[config.mk]
export PLATFORM = sky130hd
export DESIGN_NAME = dotted_identifier_validator_flat
export DESIGN_NICKNAME = d
export VERILOG_FILES = /design/src/design/dotid_pkg.sv /design/src/design/dotid_if.sv /design/src/design/dotted_identifier_validator.sv /design/src/design/dotid_cfg.sv /design/src/design/dotid_scan.sv /design/src/design/dotid_result_reg.sv /design/src/flat_wrapper.sv
export VERILOG_INCLUDE_DIRS = /design/src /design/src/design
export SDC_FILE = /design/constraint.sdc
export NUM_CORES = 1
export LEC_CHECK = 0
export BUFFER_PORTS_ARGS = -buffer_cell sky130_fd_sc_hd__buf_2
export CELL_PAD_IN_SITES_DETAIL_PLACEMENT = 0
export CELL_PAD_IN_SITES_GLOBAL_PLACEMENT = 1
export CORE_UTILIZATION = 23
export DETAILED_ROUTE_END_ITERATION = 12
export PLACE_DENSITY = 0.53
export SYNTH_ARGS = -nofsm -noshare
export SYNTH_HDL_FRONTEND = slang
export SYNTH_SLANG_ARGS = --single-unit
[constraint.sdc]
create_clock -name clk_i -period 4.3 [get_ports clk_i]
set_input_delay 0.43 -clock clk_i [delete_from_list [all_inputs] [get_ports clk_i]]
set_output_delay 0.43 -clock clk_i [all_outputs]
set_load 0.02 [all_outputs]
[src/design/assert_macros.svh]
// ----------------------------------------------------------------------------
// Assertion macros
// Shared concurrent assertion wrappers for the dotted identifier validator.
// ----------------------------------------------------------------------------
`ifndef ASSERT_MACROS_SVH
`define ASSERT_MACROS_SVH

`ifndef NO_ASSERTIONS
// Checked assertion, disabled while the active-low reset is asserted.
`define DOTID_ASSERT_RST(lbl, clk, rstn, prop, msg) \
  lbl: assert property (@(posedge clk) disable iff (!rstn) prop) else $error(msg);
// Checked assertion with no reset qualifier.
`define DOTID_ASSERT_NORST(lbl, clk, prop, msg) \
  lbl: assert property (@(posedge clk) prop) else $error(msg);
`else
`define DOTID_ASSERT_RST(lbl, clk, rstn, prop, msg)
`define DOTID_ASSERT_NORST(lbl, clk, prop, msg)
`endif

`endif

[src/design/dotid_pkg.sv]
// ----------------------------------------------------------------------------
// Dotted identifier validator package
// Shared types and constants for the validator and its submodules.
// ----------------------------------------------------------------------------
package dotid_pkg;

  localparam int MAX_BYTES_W = 10;
  localparam int MAX_SEGS_W  = 4;
  localparam int DETAIL_W    = 12;
  localparam int SEG_CNT_W   = 5;

  localparam logic [MAX_BYTES_W-1:0] MAX_BYTES_RST = 10'd128;
  localparam logic [MAX_SEGS_W-1:0]  MAX_SEGS_RST  = 4'd8;
  localparam logic [DETAIL_W-1:0]    DETAIL_MAX    = 12'hFFF;

  // Request kinds on the input channel.
  localparam logic ACT_BYTE = 1'b0;
  localparam logic ACT_END  = 1'b1;

  // Register indexes on the configuration port (taken from paddr[2]).
  localparam logic REG_MAX_BYTES = 1'b0;
  localparam logic REG_MAX_SEGS  = 1'b1;

  typedef enum logic [2:0] {
    ST_OK                = 3'd0,
    ST_EMPTY_SEGMENT     = 3'd1,
    ST_TOO_LONG          = 3'd2,
    ST_BAD_CHARACTER     = 3'd3,
    ST_TOO_MANY_SEGMENTS = 3'd4,
    ST_NOT_NAMESPACED    = 3'd5
  } status_e;

  typedef struct packed {
    logic [MAX_BYTES_W-1:0] max_bytes;
    logic [MAX_SEGS_W-1:0]  max_segments;
  } cfg_t;

  typedef struct packed {
    status_e               status;
    logic [DETAIL_W-1:0]   detail;
  } result_t;

endpackage

[src/design/dotid_if.sv]
// ----------------------------------------------------------------------------
// Dotted identifier validator channels
// Valid/ready channel interfaces for identifier requests and status results.
// ----------------------------------------------------------------------------
interface dotid_in_if;
  logic       valid;
  logic       ready;
  logic       action;
  logic [7:0] character;

  modport source (output valid, action, character, input ready);
  modport sink   (input valid, action, character, output ready);
endinterface

interface dotid_out_if;
  logic                          valid;
  logic                          ready;
  dotid_pkg::status_e            status;
  logic [dotid_pkg::DETAIL_W-1:0] detail;

  modport source (output valid, status, detail, input ready);
  modport sink   (input valid, status, detail, output ready);
endinterface

[src/design/dotted_identifier_validator.sv]
// ----------------------------------------------------------------------------
// Dotted identifier validator
// Streams a dot-separated identifier byte by byte and reports one status.
// ----------------------------------------------------------------------------
// The block checks an identifier that arrives as one request per byte,
// followed by an end request. Each dot-separated segment must start with a
// lowercase letter and continue with lowercase letters, digits or underscore;
// at least two segments and at most max_segments are allowed, and the whole
// name may hold at most max_bytes bytes. Byte requests produce no result; the
// end request produces exactly one status with its detail (the position of
// the first error, the byte count for an overlong name, or the segment count),
// after which the block is ready for the next identifier. The first error in
// stream order is kept, except that an overlong name is always reported as
// too long. Byte and segment counters saturate. Every request is held in
// the input register and checked there combinationally by the
// scanner, so one request is accepted per clock; an end request waits in the
// input register only while the result register still holds an untaken
// status. Byte requests keep flowing while a status waits on the output.
// The limits are written through the APB port at byte addresses 0 and 4 and
// should only be changed while no identifier is in flight.
// ----------------------------------------------------------------------------
module dotted_identifier_validator #(
  parameter int COUNT_BITS = 12
) (
  input  logic               clk_i,
  input  logic               rst_ni,
  dotid_in_if.sink           in_i,
  dotid_out_if.source        out_o,
  input  logic               psel,
  input  logic               penable,
  input  logic               pwrite,
  input  logic [2:0]         paddr,
  input  logic [31:0]        pwdata,
  output logic [31:0]        prdata,
  output logic               pready
);
  import dotid_pkg::*;

  cfg_t    cfg;
  logic    res_valid;
  logic    res_ready;
  result_t res;
  result_t out_data;

  // Limit registers.
  dotid_cfg u_cfg (
    .clk_i   (clk_i),
    .rst_ni  (rst_ni),
    .psel    (psel),
    .penable (penable),
    .pwrite  (pwrite),
    .paddr   (paddr),
    .pwdata  (pwdata),
    .prdata  (prdata),
    .pready  (pready),
    .cfg_o   (cfg)
  );

  // Input register plus the per-byte check and the stream state.
  dotid_scan #(
    .COUNT_BITS (COUNT_BITS)
  ) u_scan (
    .clk_i       (clk_i),
    .rst_ni      (rst_ni),
    .cfg_i       (cfg),
    .in_valid_i  (in_i.valid),
    .in_ready_o  (in_i.ready),
    .in_action_i (in_i.action),
    .in_char_i   (in_i.character),
    .res_valid_o (res_valid),
    .res_ready_i (res_ready),
    .res_o       (res)
  );

  // The result register decouples the output handshake from the scanner.
  dotid_result_reg u_result (
    .clk_i       (clk_i),
    .rst_ni      (rst_ni),
    .res_valid_i (res_valid),
    .res_ready_o (res_ready),
    .res_i       (res),
    .out_valid_o (out_o.valid),
    .out_ready_i (out_o.ready),
    .out_o       (out_data)
  );

  assign out_o.status = out_data.status;
  assign out_o.detail = out_data.detail;

endmodule

[src/design/dotid_cfg.sv]
// ----------------------------------------------------------------------------
// Configuration registers
// APB-style register file holding the byte and segment limits.
// ----------------------------------------------------------------------------
module dotid_cfg (
  input  logic                clk_i,
  input  logic                rst_ni,
  input  logic                psel,
  input  logic                penable,
  input  logic                pwrite,
  input  logic [2:0]          paddr,
  input  logic [31:0]         pwdata,
  output logic [31:0]         prdata,
  output logic                pready,
  output dotid_pkg::cfg_t     cfg_o
);
  import dotid_pkg::*;

  logic [MAX_BYTES_W-1:0] max_bytes_q, max_bytes_d;
  logic [MAX_SEGS_W-1:0]  max_segs_q, max_segs_d;
  logic                   wr_en;
  logic                   reg_sel;

  assign pready  = 1'b1;
  assign wr_en   = psel && penable && pwrite;
  assign reg_sel = paddr[2];

  always_comb begin
    max_bytes_d = max_bytes_q;
    max_segs_d  = max_segs_q;
    if (wr_en) begin
      case (reg_sel)
        REG_MAX_BYTES: max_bytes_d = pwdata[MAX_BYTES_W-1:0];
        REG_MAX_SEGS:  max_segs_d  = pwdata[MAX_SEGS_W-1:0];
        default: ;
      endcase
    end
  end

  always_comb begin
    case (reg_sel)
      REG_MAX_BYTES: prdata = 32'(max_bytes_q);
      REG_MAX_SEGS:  prdata = 32'(max_segs_q);
      default:       prdata = '0;
    endcase
  end

  always_ff @(posedge clk_i or negedge rst_ni) begin
    if (!rst_ni) begin
      max_bytes_q <= MAX_BYTES_RST;
      max_segs_q  <= MAX_SEGS_RST;
    end else begin
      max_bytes_q <= max_bytes_d;
      max_segs_q  <= max_segs_d;
    end
  end

  assign cfg_o.max_bytes    = max_bytes_q;
  assign cfg_o.max_segments = max_segs_q;

endmodule

[src/design/dotid_scan.sv]
// ----------------------------------------------------------------------------
// Identifier scanner
// Input register, per-stream state and the single-pass check of each request.
// ----------------------------------------------------------------------------
`include "assert_macros.svh"

module dotid_scan #(
  parameter int COUNT_BITS = 12
) (
  input  logic                 clk_i,
  input  logic                 rst_ni,
  input  dotid_pkg::cfg_t      cfg_i,
  input  logic                 in_valid_i,
  output logic                 in_ready_o,
  input  logic                 in_action_i,
  input  logic [7:0]           in_char_i,
  output logic                 res_valid_o,
  input  logic                 res_ready_i,
  output dotid_pkg::result_t   res_o
);
  import dotid_pkg::*;

  localparam int CW = (COUNT_BITS > MAX_BYTES_W) ? COUNT_BITS : MAX_BYTES_W;
  localparam int DW = (COUNT_BITS > DETAIL_W) ? COUNT_BITS : DETAIL_W;
  localparam logic [DW-1:0] DETAIL_CAP = DW'(DETAIL_MAX);

  localparam logic [7:0] CH_DOT    = 8'h2E;
  localparam logic [7:0] CH_LOW_A  = 8'h61;
  localparam logic [7:0] CH_LOW_Z  = 8'h7A;
  localparam logic [7:0] CH_DIG_0  = 8'h30;
  localparam logic [7:0] CH_DIG_9  = 8'h39;
  localparam logic [7:0] CH_UNDER  = 8'h5F;

  function automatic logic is_lower(input logic [7:0] c);
    return (c >= CH_LOW_A) && (c <= CH_LOW_Z);
  endfunction

  function automatic logic is_body(input logic [7:0] c);
    return is_lower(c) || ((c >= CH_DIG_0) && (c <= CH_DIG_9)) || (c == CH_UNDER);
  endfunction

  // Input register.
  logic                  item_valid_q;
  logic                  action_q;
  logic [7:0]            char_q;
  logic                  advance;

  // Stream state.
  logic [COUNT_BITS-1:0] byte_cnt_q, byte_cnt_d;
  logic [SEG_CNT_W-1:0]  seg_cnt_q, seg_cnt_d;
  logic                  at_start_q, at_start_d;
  logic                  err_seen_q, err_seen_d;
  status_e               err_code_q, err_code_d;
  logic [COUNT_BITS-1:0] err_detail_q, err_detail_d;
  logic [COUNT_BITS-1:0] seg_begin_q, seg_begin_d;

  logic [COUNT_BITS-1:0] byte_inc;
  logic [SEG_CNT_W-1:0]  seg_inc;
  logic                  seg_over;
  logic                  too_long;
  status_e               status;
  logic [DW-1:0]         detail_full;

  assign advance     = item_valid_q && ((action_q == ACT_BYTE) || res_ready_i);
  assign in_ready_o  = !item_valid_q || advance;
  assign res_valid_o = item_valid_q && (action_q == ACT_END);

  assign byte_inc = (byte_cnt_q == '1) ? byte_cnt_q : byte_cnt_q + 1'b1;
  assign seg_inc  = (seg_cnt_q == '1) ? seg_cnt_q : seg_cnt_q + 1'b1;
  assign seg_over = seg_inc > SEG_CNT_W'(cfg_i.max_segments);
  assign too_long = CW'(byte_cnt_q) > CW'(cfg_i.max_bytes);

  always_comb begin
    byte_cnt_d   = byte_cnt_q;
    seg_cnt_d    = seg_cnt_q;
    at_start_d   = at_start_q;
    err_seen_d   = err_seen_q;
    err_code_d   = err_code_q;
    err_detail_d = err_detail_q;
    seg_begin_d  = seg_begin_q;
    status       = ST_OK;
    detail_full  = '0;

    if (action_q == ACT_BYTE) begin
      byte_cnt_d = byte_inc;
      if (char_q == CH_DOT) begin
        if (!err_seen_q) begin
          if (at_start_q) begin
            err_seen_d   = 1'b1;
            err_code_d   = ST_EMPTY_SEGMENT;
            err_detail_d = seg_begin_q;
          end else begin
            seg_cnt_d = seg_inc;
            if (seg_over) begin
              err_seen_d   = 1'b1;
              err_code_d   = ST_TOO_MANY_SEGMENTS;
              err_detail_d = COUNT_BITS'(seg_inc);
            end
          end
        end
        at_start_d  = 1'b1;
        seg_begin_d = byte_inc;
      end else begin
        if (!err_seen_q && (at_start_q ? !is_lower(char_q) : !is_body(char_q))) begin
          err_seen_d   = 1'b1;
          err_code_d   = ST_BAD_CHARACTER;
          err_detail_d = byte_cnt_q;
        end
        at_start_d = 1'b0;
      end
    end else begin
      // End of identifier: the closing segment is checked here, then the
      // stream state returns to its start values.
      if (byte_cnt_q == '0) begin
        status = ST_EMPTY_SEGMENT;
      end else if (too_long) begin
        status      = ST_TOO_LONG;
        detail_full = DW'(byte_cnt_q);
      end else if (err_seen_q) begin
        status      = err_code_q;
        detail_full = DW'(err_detail_q);
      end else if (at_start_q) begin
        status      = ST_EMPTY_SEGMENT;
        detail_full = DW'(seg_begin_q);
      end else if (seg_over) begin
        status      = ST_TOO_MANY_SEGMENTS;
        detail_full = DW'(seg_inc);
      end else if (seg_inc < SEG_CNT_W'(2)) begin
        status      = ST_NOT_NAMESPACED;
        detail_full = DW'(seg_inc);
      end
      byte_cnt_d   = '0;
      seg_cnt_d    = '0;
      at_start_d   = 1'b1;
      err_seen_d   = 1'b0;
      err_code_d   = ST_OK;
      err_detail_d = '0;
      seg_begin_d  = '0;
    end
  end

  assign res_o.status = status;
  assign res_o.detail = (detail_full > DETAIL_CAP) ? DETAIL_MAX : detail_full[DETAIL_W-1:0];

  always_ff @(posedge clk_i or negedge rst_ni) begin
    if (!rst_ni) begin
      item_valid_q <= 1'b0;
    end else if (in_ready_o) begin
      item_valid_q <= in_valid_i;
    end
  end

  always_ff @(posedge clk_i) begin
    if (in_ready_o && in_valid_i) begin
      action_q <= in_action_i;
      char_q   <= in_char_i;
    end
  end

  always_ff @(posedge clk_i or negedge rst_ni) begin
    if (!rst_ni) begin
      byte_cnt_q   <= '0;
      seg_cnt_q    <= '0;
      at_start_q   <= 1'b1;
      err_seen_q   <= 1'b0;
      err_code_q   <= ST_OK;
      err_detail_q <= '0;
      seg_begin_q  <= '0;
    end else if (advance) begin
      byte_cnt_q   <= byte_cnt_d;
      seg_cnt_q    <= seg_cnt_d;
      at_start_q   <= at_start_d;
      err_seen_q   <= err_seen_d;
      err_code_q   <= err_code_d;
      err_detail_q <= err_detail_d;
      seg_begin_q  <= seg_begin_d;
    end
  end

  `DOTID_ASSERT_RST(a_end_clears, clk_i, rst_ni, (advance && action_q == ACT_END) |=> (byte_cnt_q == '0 && at_start_q && !err_seen_q), "stream state not cleared after end")
  `DOTID_ASSERT_RST(a_count_grows, clk_i, rst_ni, (advance && action_q == ACT_BYTE) |=> (byte_cnt_q >= $past(byte_cnt_q)), "byte count went backwards")
  `DOTID_ASSERT_RST(a_err_sticky, clk_i, rst_ni, (err_seen_q && !(advance && action_q == ACT_END)) |=> (err_seen_q && $stable(err_code_q)), "first error was overwritten")
  `DOTID_ASSERT_RST(a_ok_no_err, clk_i, rst_ni, (res_valid_o && res_o.status == ST_OK) |-> (!err_seen_q && seg_inc >= SEG_CNT_W'(2)), "ok status with a latched error")

endmodule

[src/design/dotid_result_reg.sv]
// ----------------------------------------------------------------------------
// Result register
// Holds one status until the output channel takes it.
// ----------------------------------------------------------------------------
module dotid_result_reg (
  input  logic               clk_i,
  input  logic               rst_ni,
  input  logic               res_valid_i,
  output logic               res_ready_o,
  input  dotid_pkg::result_t res_i,
  output logic               out_valid_o,
  input  logic               out_ready_i,
  output dotid_pkg::result_t out_o
);
  import dotid_pkg::*;

  logic    valid_q;
  result_t data_q;

  assign res_ready_o = !valid_q || out_ready_i;
  assign out_valid_o = valid_q;
  assign out_o       = data_q;

  always_ff @(posedge clk_i or negedge rst_ni) begin
    if (!rst_ni) begin
      valid_q <= 1'b0;
    end else if (res_ready_o) begin
      valid_q <= res_valid_i;
    end
  end

  always_ff @(posedge clk_i) begin
    if (res_ready_o && res_valid_i) begin
      data_q <= res_i;
    end
  end

endmodule
[src/flat_wrapper.sv]
// flat-port wrapper written by rule: the top's interface ports become plain ports
module dotted_identifier_validator_flat import dotid_pkg::*;
#(
  parameter int COUNT_BITS = 12
)
  (clk_i, rst_ni, psel, penable, pwrite, paddr, pwdata, prdata, pready, in_i_valid, in_i_action, in_i_character, in_i_ready, out_o_valid, out_o_status, out_o_detail, out_o_ready);
  dotid_in_if in_i_i ();
  dotid_out_if out_o_i ();
  input  logic clk_i;
  input  logic rst_ni;
  input  logic psel;
  input  logic penable;
  input  logic pwrite;
  input  logic [2:0] paddr;
  input  logic [31:0] pwdata;
  output logic [31:0] prdata;
  output logic pready;
  input wire logic [$bits(in_i_i.valid)-1:0] in_i_valid;
  input wire logic [$bits(in_i_i.action)-1:0] in_i_action;
  input wire logic [$bits(in_i_i.character)-1:0] in_i_character;
  output wire logic [$bits(in_i_i.ready)-1:0] in_i_ready;
  output wire logic [$bits(out_o_i.valid)-1:0] out_o_valid;
  output wire logic [$bits(out_o_i.status)-1:0] out_o_status;
  output wire logic [$bits(out_o_i.detail)-1:0] out_o_detail;
  input wire logic [$bits(out_o_i.ready)-1:0] out_o_ready;
  assign in_i_i.valid = in_i_valid;
  assign in_i_i.action = in_i_action;
  assign in_i_i.character = in_i_character;
  assign in_i_ready = in_i_i.ready;
  assign out_o_valid = out_o_i.valid;
  assign out_o_status = out_o_i.status;
  assign out_o_detail = out_o_i.detail;
  assign out_o_i.ready = out_o_ready;
  dotted_identifier_validator #(.COUNT_BITS(COUNT_BITS)) u_core (.clk_i(clk_i), .rst_ni(rst_ni), .in_i(in_i_i), .out_o(out_o_i), .psel(psel), .penable(penable), .pwrite(pwrite), .paddr(paddr), .pwdata(pwdata), .prdata(prdata), .pready(pready));
endmodule
== After elaboration in Yosys (flattened, before gate mapping) ==
Index checks and enable logic that the tools add are counted.
Storage, ports and cells
  flip-flop bits (word level): 86
  input bits: 51
  output and inout port bits: 50
  word-level logic and storage cells: 111
Operators by class
  add/subtract/negate cells: 2
  magnitude comparators: 8
  equal/unequal tests: 8
  muxes and demuxes: 44
  bitwise gates (word level): 2
  reductions and logical operators: 30
Operators with widths (count)
  12-bit 2-to-1 mux: 15
  32-bit one-hot mux with 2 select lines: 1
  5-bit 2-to-1 mux: 7
  3-bit 2-to-1 mux: 10
  12-bit by 1-bit adder with 12-bit output, second input constant: 1
  12-bit equality test, second input constant: 1
  12-bit by 10-bit greater-than comparator with 1-bit output: 1
  12-bit greater-than comparator, second input constant: 1
  12-bit zero test: 1
  1-bit 2-to-1 mux: 10
  1-bit logical AND: 9
  8-bit by 6-bit equality test with 1-bit output, second input constant: 1
  8-bit by 7-bit equality test with 1-bit output, second input constant: 1
  8-bit by 6-bit greater-or-equal comparator with 1-bit output, second input constant: 1
  8-bit by 7-bit greater-or-equal comparator with 1-bit output, second input constant: 1
  8-bit by 6-bit <= comparator with 1-bit output, second input constant: 1
  8-bit by 7-bit <= comparator with 1-bit output, second input constant: 1
  2-bit AND reduction: 4
  4-bit AND reduction: 2
  5-bit by 1-bit adder with 5-bit output, second input constant: 1
  5-bit equality test, second input constant: 1
  5-bit by 4-bit greater-than comparator with 1-bit output: 1
  1-bit zero test: 5
  1-bit logical OR: 5
  10 further kinds: 12

== Depth between registers and ports, before layout ==
  depth after elaboration: 11
  gate-level depth with buffers: 12
  mapped depth without buffers: 11

== By module ==
Synthesis repeated with hierarchy kept, for this count alone.
Unflattened totals
  cell total of the unflattened synthesis: 520
  area total of the unflattened synthesis: 5141.2 um2
Modules (own cells, without submodules)
  dotid_scan: times used 1, cells each 434, area an instance 3779.9 um2, seq. area each 1447.6 um2
  dotid_cfg: times used 1, cells each 67, area an instance 857.1 um2, seq. area each 352.8 um2
  dotid_result_reg: times used 1, cells each 19, area an instance 504.2 um2, seq. area each 475.5 um2

== Worst setup path before layout ==
OpenSTA, ideal clock, no wires.
  kind: register -> register
  start point: register u_core.u_scan.seg_cnt_q[0]
  end point: register u_core.u_scan.err_detail_q[10]
  library setup time: 0.125 ns
  data arrival time: 2.765 ns
  slack: 1.410 ns
  cell stages (with the launch flop): 13
  path buffers: 1
  cells stage by stage: dfrtp_1 > ha_1 > a21bo_1 > mux2i_1 > inv_2 > ha_1 > a21oi_1 > nand3_1 > a21oi_2 > a32o_1 > nor2_4 > buf_6 > mux2_4
Between the ends
  cells in the longest elaborated chain, start to end: 5
  elaborated cells on any way between the ends: 6
Ends and longest elaborated chain
  start, declared: line dotid_scan.sv:50  | logic [SEG_CNT_W-1:0] seg_cnt_q, seg_cnt_d;
  start signal, assigned: line dotid_scan.sv:171  | seg_cnt_q <= seg_cnt_d;
  5-bit by 1-bit adder with 5-bit output or 5-bit equality test (tied branches): line dotid_scan.sv:69  | assign seg_inc = (seg_cnt_q == '1) ? seg_cnt_q : seg_cnt_q + 1'b1;
  5-bit 2-to-1 mux (*): line dotid_scan.sv:69
  5-bit by 4-bit greater-than comparator with 1-bit output (*): line dotid_scan.sv:70  | assign seg_over = seg_inc > SEG_CNT_W'(cfg_i.max_segments);
  4-bit inequality test (no line) (*)
  4-bit AND reduction (no line) (*)
  end signal, assigned: line dotid_scan.sv:175  | err_detail_q <= err_detail_d;
  end, declared: line dotid_scan.sv:54  | logic [COUNT_BITS-1:0] err_detail_q, err_detail_d;
Mark *: on every way between the ends. The rest lies on a longest branch, timed or not.
A chain may end at the register's enable or synchronous reset.

== Worst setup path after layout ==
  start point: register u_core.u_scan.seg_cnt_q[0]
  end point: register u_core.u_scan.err_detail_q[11]
Same word-level chain as after synthesis.

==> summary.md <==
| Metric | Value |
|---|---|
| Outcome | `finished clean` |
| First-pass GRT wire length | `21,060 microns` |
| WL/cell | `between 15 and 20 microns` |
| Crit path max-delay cell type | `nor2_4` |
| Reg-to-reg slack, setup | `between 900 and 1000 ps` |
| Core footprint | `between 0.02 and 0.025 sq mm` |
| CTS tree | `built` |
| Num rows | `53` |
| GRT Residual Overflow | `0` |
| Initial Util | `around a quarter` |
| Cts-stage hold buffer count | `0` |
| Worst VDD drop | `between 0.2 and 0.25 mV` |
| DR vias | `~3,800` |
| Post-synth EDFFs | `24` |
| Reg-to-Reg End | `u_core.u_scan.err_detail_q[11]` |
| Dominant synthesized flop cell | `dfrtp_1` |
| Worst slew pin tran | `813.7 ps` |
| CP Capture Type | `flop` |
| Hold Path Class | `in -> async` |
| Final number of max-transition violations | `0` |
| Initial antenna violation count | `0` |
| Setup TNS Final | `0 ps` |
| Final Critical Period | `~3400 ps` |
| Leak | `2.516 nW` |
| Die area | `approximately 0.023 sq mm` |
| Dpl cells | `around 810` |
| Die Wd | `~150 microns` |
| Layout cells sized above 1 | `a little under a quarter` |
| Worst Skew | `roughly 10 ps` |
| Crit path top cell by count | `ha_1` |
| Buffers on Ports | `53` |
| Crit-path cells | `ha_1 -> a21bo_1 -> mux2i_1 -> inv_2 -> ha_1 -> nand4b_1 -> nand3_1 -> a21oi_2 -> a32o_1 -> nor2_4 -> mux2_2` |
| Biggest area consumer among synthesized cells | `dfrtp_1` |
| Setup Slack @ Placement | `between 900 and 1000 ps` |
| DR pass1 iterations | `5` |
| Most common cell after layout, fill and taps aside | `dfrtp_1` |
| Clock Path Buffers | `2` |
| Asr flop ratio synth | `between 70% and 80%` |
| Crit path launch type | `flop` |
| # clock sinks | `86` |
| Area grow syn2layout | `13.98%` |
| M3 GR Usage | `~3.1%` |
| Total GRT Usage | `roughly 12%` |
| ANT nets after route | `0` |
| Worst slew margin | `a little under half` |
| Mapped Cells | `approximately 500` |
| R2R depth | `11` |
| Number of synthesized register bits | `86` |
| Final Hold Viols | `0` |
| Synth unique cells | `70` |
| H-tree depth | `3` |
| Sequential-to-total area share from yosys stat | `a little under half` |
| Residual DRC count | `0` |
| Design area | `0.005754 sq mm` |
| Clk_lat worst skew | `360 ps` |
| Yosys top cell area share | `29.24%` |
| Vias in the first global route | `3,839` |
| DP HPWL | `~9300 microns` |
| Critical path class | `reg -> reg` |
| Worst setup slack after layout | `approximately 900 ps` |
| GR peak layer | `met2` |
| Commonest non-fill, non-tap cells in the layout | `59 x dfrtp_1, 53 x buf_2, 51 x nand2_1` |
| Maximum capacitance violations | `0` |
| Via density | `between 4 and 5` |
| Die Y | `approximately 150 microns` |
| Non-filler cells, final | `822` |
| Critical Path AT | `between 3000 and 4000 ps` |
| Met1 usage | `roughly 17%` |
| Cts repair resizes | `0` |
| Dpl cell area | `about 0.0055 sq mm` |
| Diode count | `0` |
| Power Density | `between 400 and 500 mW/mm^2` |
| CP max FO | `12` |
| I/O pins | `~100` |
| Worst path required time | `roughly 4600 ps` |
| Post-CTS setup buffer count | `0` |
| Slowest stage delay, CP | `around 450 ps` |
| DRT Wirelength | `around 13,000 microns` |
| Total CTS buffers | `9` |
| Setup violations, final | `0` |
| Met2 Use GR | `a little under a fifth` |
| Final cycle utilization of the critical path | `78.70%` |
| Synthesized area | `just over 0.005 sq mm` |
| CTS root buf | `clkbuf_16` |
| GPL Wtd Cong | `approximately 0.75` |
| Ys Warns | `0` |
| RSZ-0062 raised after global routing | `no` |
| # nets final | `610` |
| FMAX | `between 0.2 and 0.3 GHz` |
| Synth Area per Inst | `between 10 and 15 sq um` |
| Largest net degree at the start of global routing | `34` |
| Worst-path clk slew | `approximately 70 ps` |
| Iteration-0 DRC Markers | `248` |
| Synth top area cells | `dfrtp_1 29%, edfxtp_1 14%, mux2_2 5.1%` |
| Worst R2R Start | `u_core.u_scan.seg_cnt_q[0]` |
critical path, delay by kind of cell, from the launching register on:
| kind | cells | cell delay, ps |
|---|---|---|
| simple gates | 3 | 720 |
| compound gates | 3 | 710 |
| mux | 2 | 660 |
| fa+ha+maj | 2 | 620 |
| flops | 1 | 440 |
| buf+inv | 1 | 100 |
final cells by class:
type	instances	area, sq um
multi-input cells	365	2466
fillers	2242	15530
inverters	23	86.33
repair buffers	57	295.3
clock inverters	7	61.31
clock buffers	9	225.2
well taps	275	344.1
flip-flops and latches	86	2276
state kept, by name (all words and copies together) (netlist names), 4 cells and up:
register and cells:
u_core.u_scan.byte_cnt_q 12, u_core.u_scan.char_q 8, u_core.u_scan.seg_begin_q 12, u_core.u_cfg.max_segs_q 4, u_core.u_scan.seg_cnt_q 5, u_core.u_cfg.max_bytes_q 10
u_core.u_result.out_o 15, u_core.u_scan.err_detail_q 12
kinds of logic (layout without fill, tap and decap cells):
kind of cell / count (synthesis) / count (layout) / share of synthesized area [%]
AO/OA/AOI/OAI: 121 / 121 / 16.04
XOR/XNOR: 8 / 8 / 1.388
adder cells (fa/ha/maj): 17 / 17 / 4.213
buffers and inverters: 73 / 96 / 7.633
flip-flops: 86 / 86 / 45.08
multiplexers: 39 / 39 / 9.368
other: 2 / 23 / 0.1488
AND/OR/NAND/NOR: 157 / 157 / 16.13
worst max-delay path by stage:
stage	startpoint	end	slack [ps]	cells past startpoint
floorplan	u_core.u_scan.seg_cnt_q[0]	u_core.u_scan.err_detail_q[10]	1410	12
global placement	u_core.u_scan.seg_cnt_q[0]	u_core.u_scan.err_detail_q[11]	1010	11
detailed placement	u_core.u_scan.seg_cnt_q[0]	u_core.u_scan.err_detail_q[11]	930	11
CTS	u_core.u_scan.seg_cnt_q[0]	u_core.u_scan.err_detail_q[0]	900	11
global route	u_core.u_scan.seg_cnt_q[0]	u_core.u_scan.err_detail_q[0]	700	11
finish	u_core.u_scan.seg_cnt_q[0]	u_core.u_scan.err_detail_q[11]	920	11
cell usage after synthesis (3+ instances only):
| master | instances |
|---|---|
| dfrtp_1 | 59 |
| nand2_1 | 51 |
| o21ai_0 | 34 |
| a21oi_1 | 32 |
| nor2_1 | 32 |
| buf_4 | 24 |
| edfxtp_1 | 24 |
| mux2_2 | 23 |
| inv_1 | 21 |
| clkbuf_1 | 18 |
| ha_1 | 17 |
| nand3_1 | 11 |
| mux2_4 | 10 |
| a22o_1 | 8 |
| nand2b_1 | 8 |
| nand4_1 | 8 |
| and3_1 | 7 |
| nor3_1 | 7 |
| o31ai_1 | 7 |
| a211oi_2 | 5 |
| mux2i_1 | 5 |
| xnor2_1 | 5 |
| a22oi_1 | 4 |
| buf_2 | 4 |
| nand4b_1 | 4 |
| nor2b_1 | 4 |
| o211ai_1 | 4 |
| a211oi_1 | 3 |
| a21o_1 | 3 |
| dfstp_2 | 3 |
| or2_2 | 3 |
| or3_1 | 3 |
| xor2_1 | 3 |
power by group:
| part | switching [mW] | internal (mW) | leakage [nW] |
|---|---|---|---|
| Combinational | 0.494 | 0.297 | 1.34 |
| Sequential | 0.131 | 0.950 | 1.04 |
| Clock | 0.373 | 0.404 | 0.135 |
per-stage QoR:
| stage | total power, mW | hold slack, ps | util (%) |
|---|---|---|---|
| after global placement | 1.869 | 471.4 | 25.69 |
| after detailed placement | 1.893 | 472.5 | 25.69 |
| after global routing | 2.830 | 219.5 | 27.03 |
| final | 2.650 | 166.3 | 27.03 |
| after floorplan | 1.662 | 134.4 | - |
| after CTS | 2.685 | 185.9 | 27.03 |
routing by layer:
metal / part of all wire [%] / wire (microns)
met5: 0 / 0
met4: 1.2 / 157
met3: 4.9 / 632
met2: 43 / 5572
met1: 50 / 6485
Note: power is estimated with default switching activity, not from simulation.
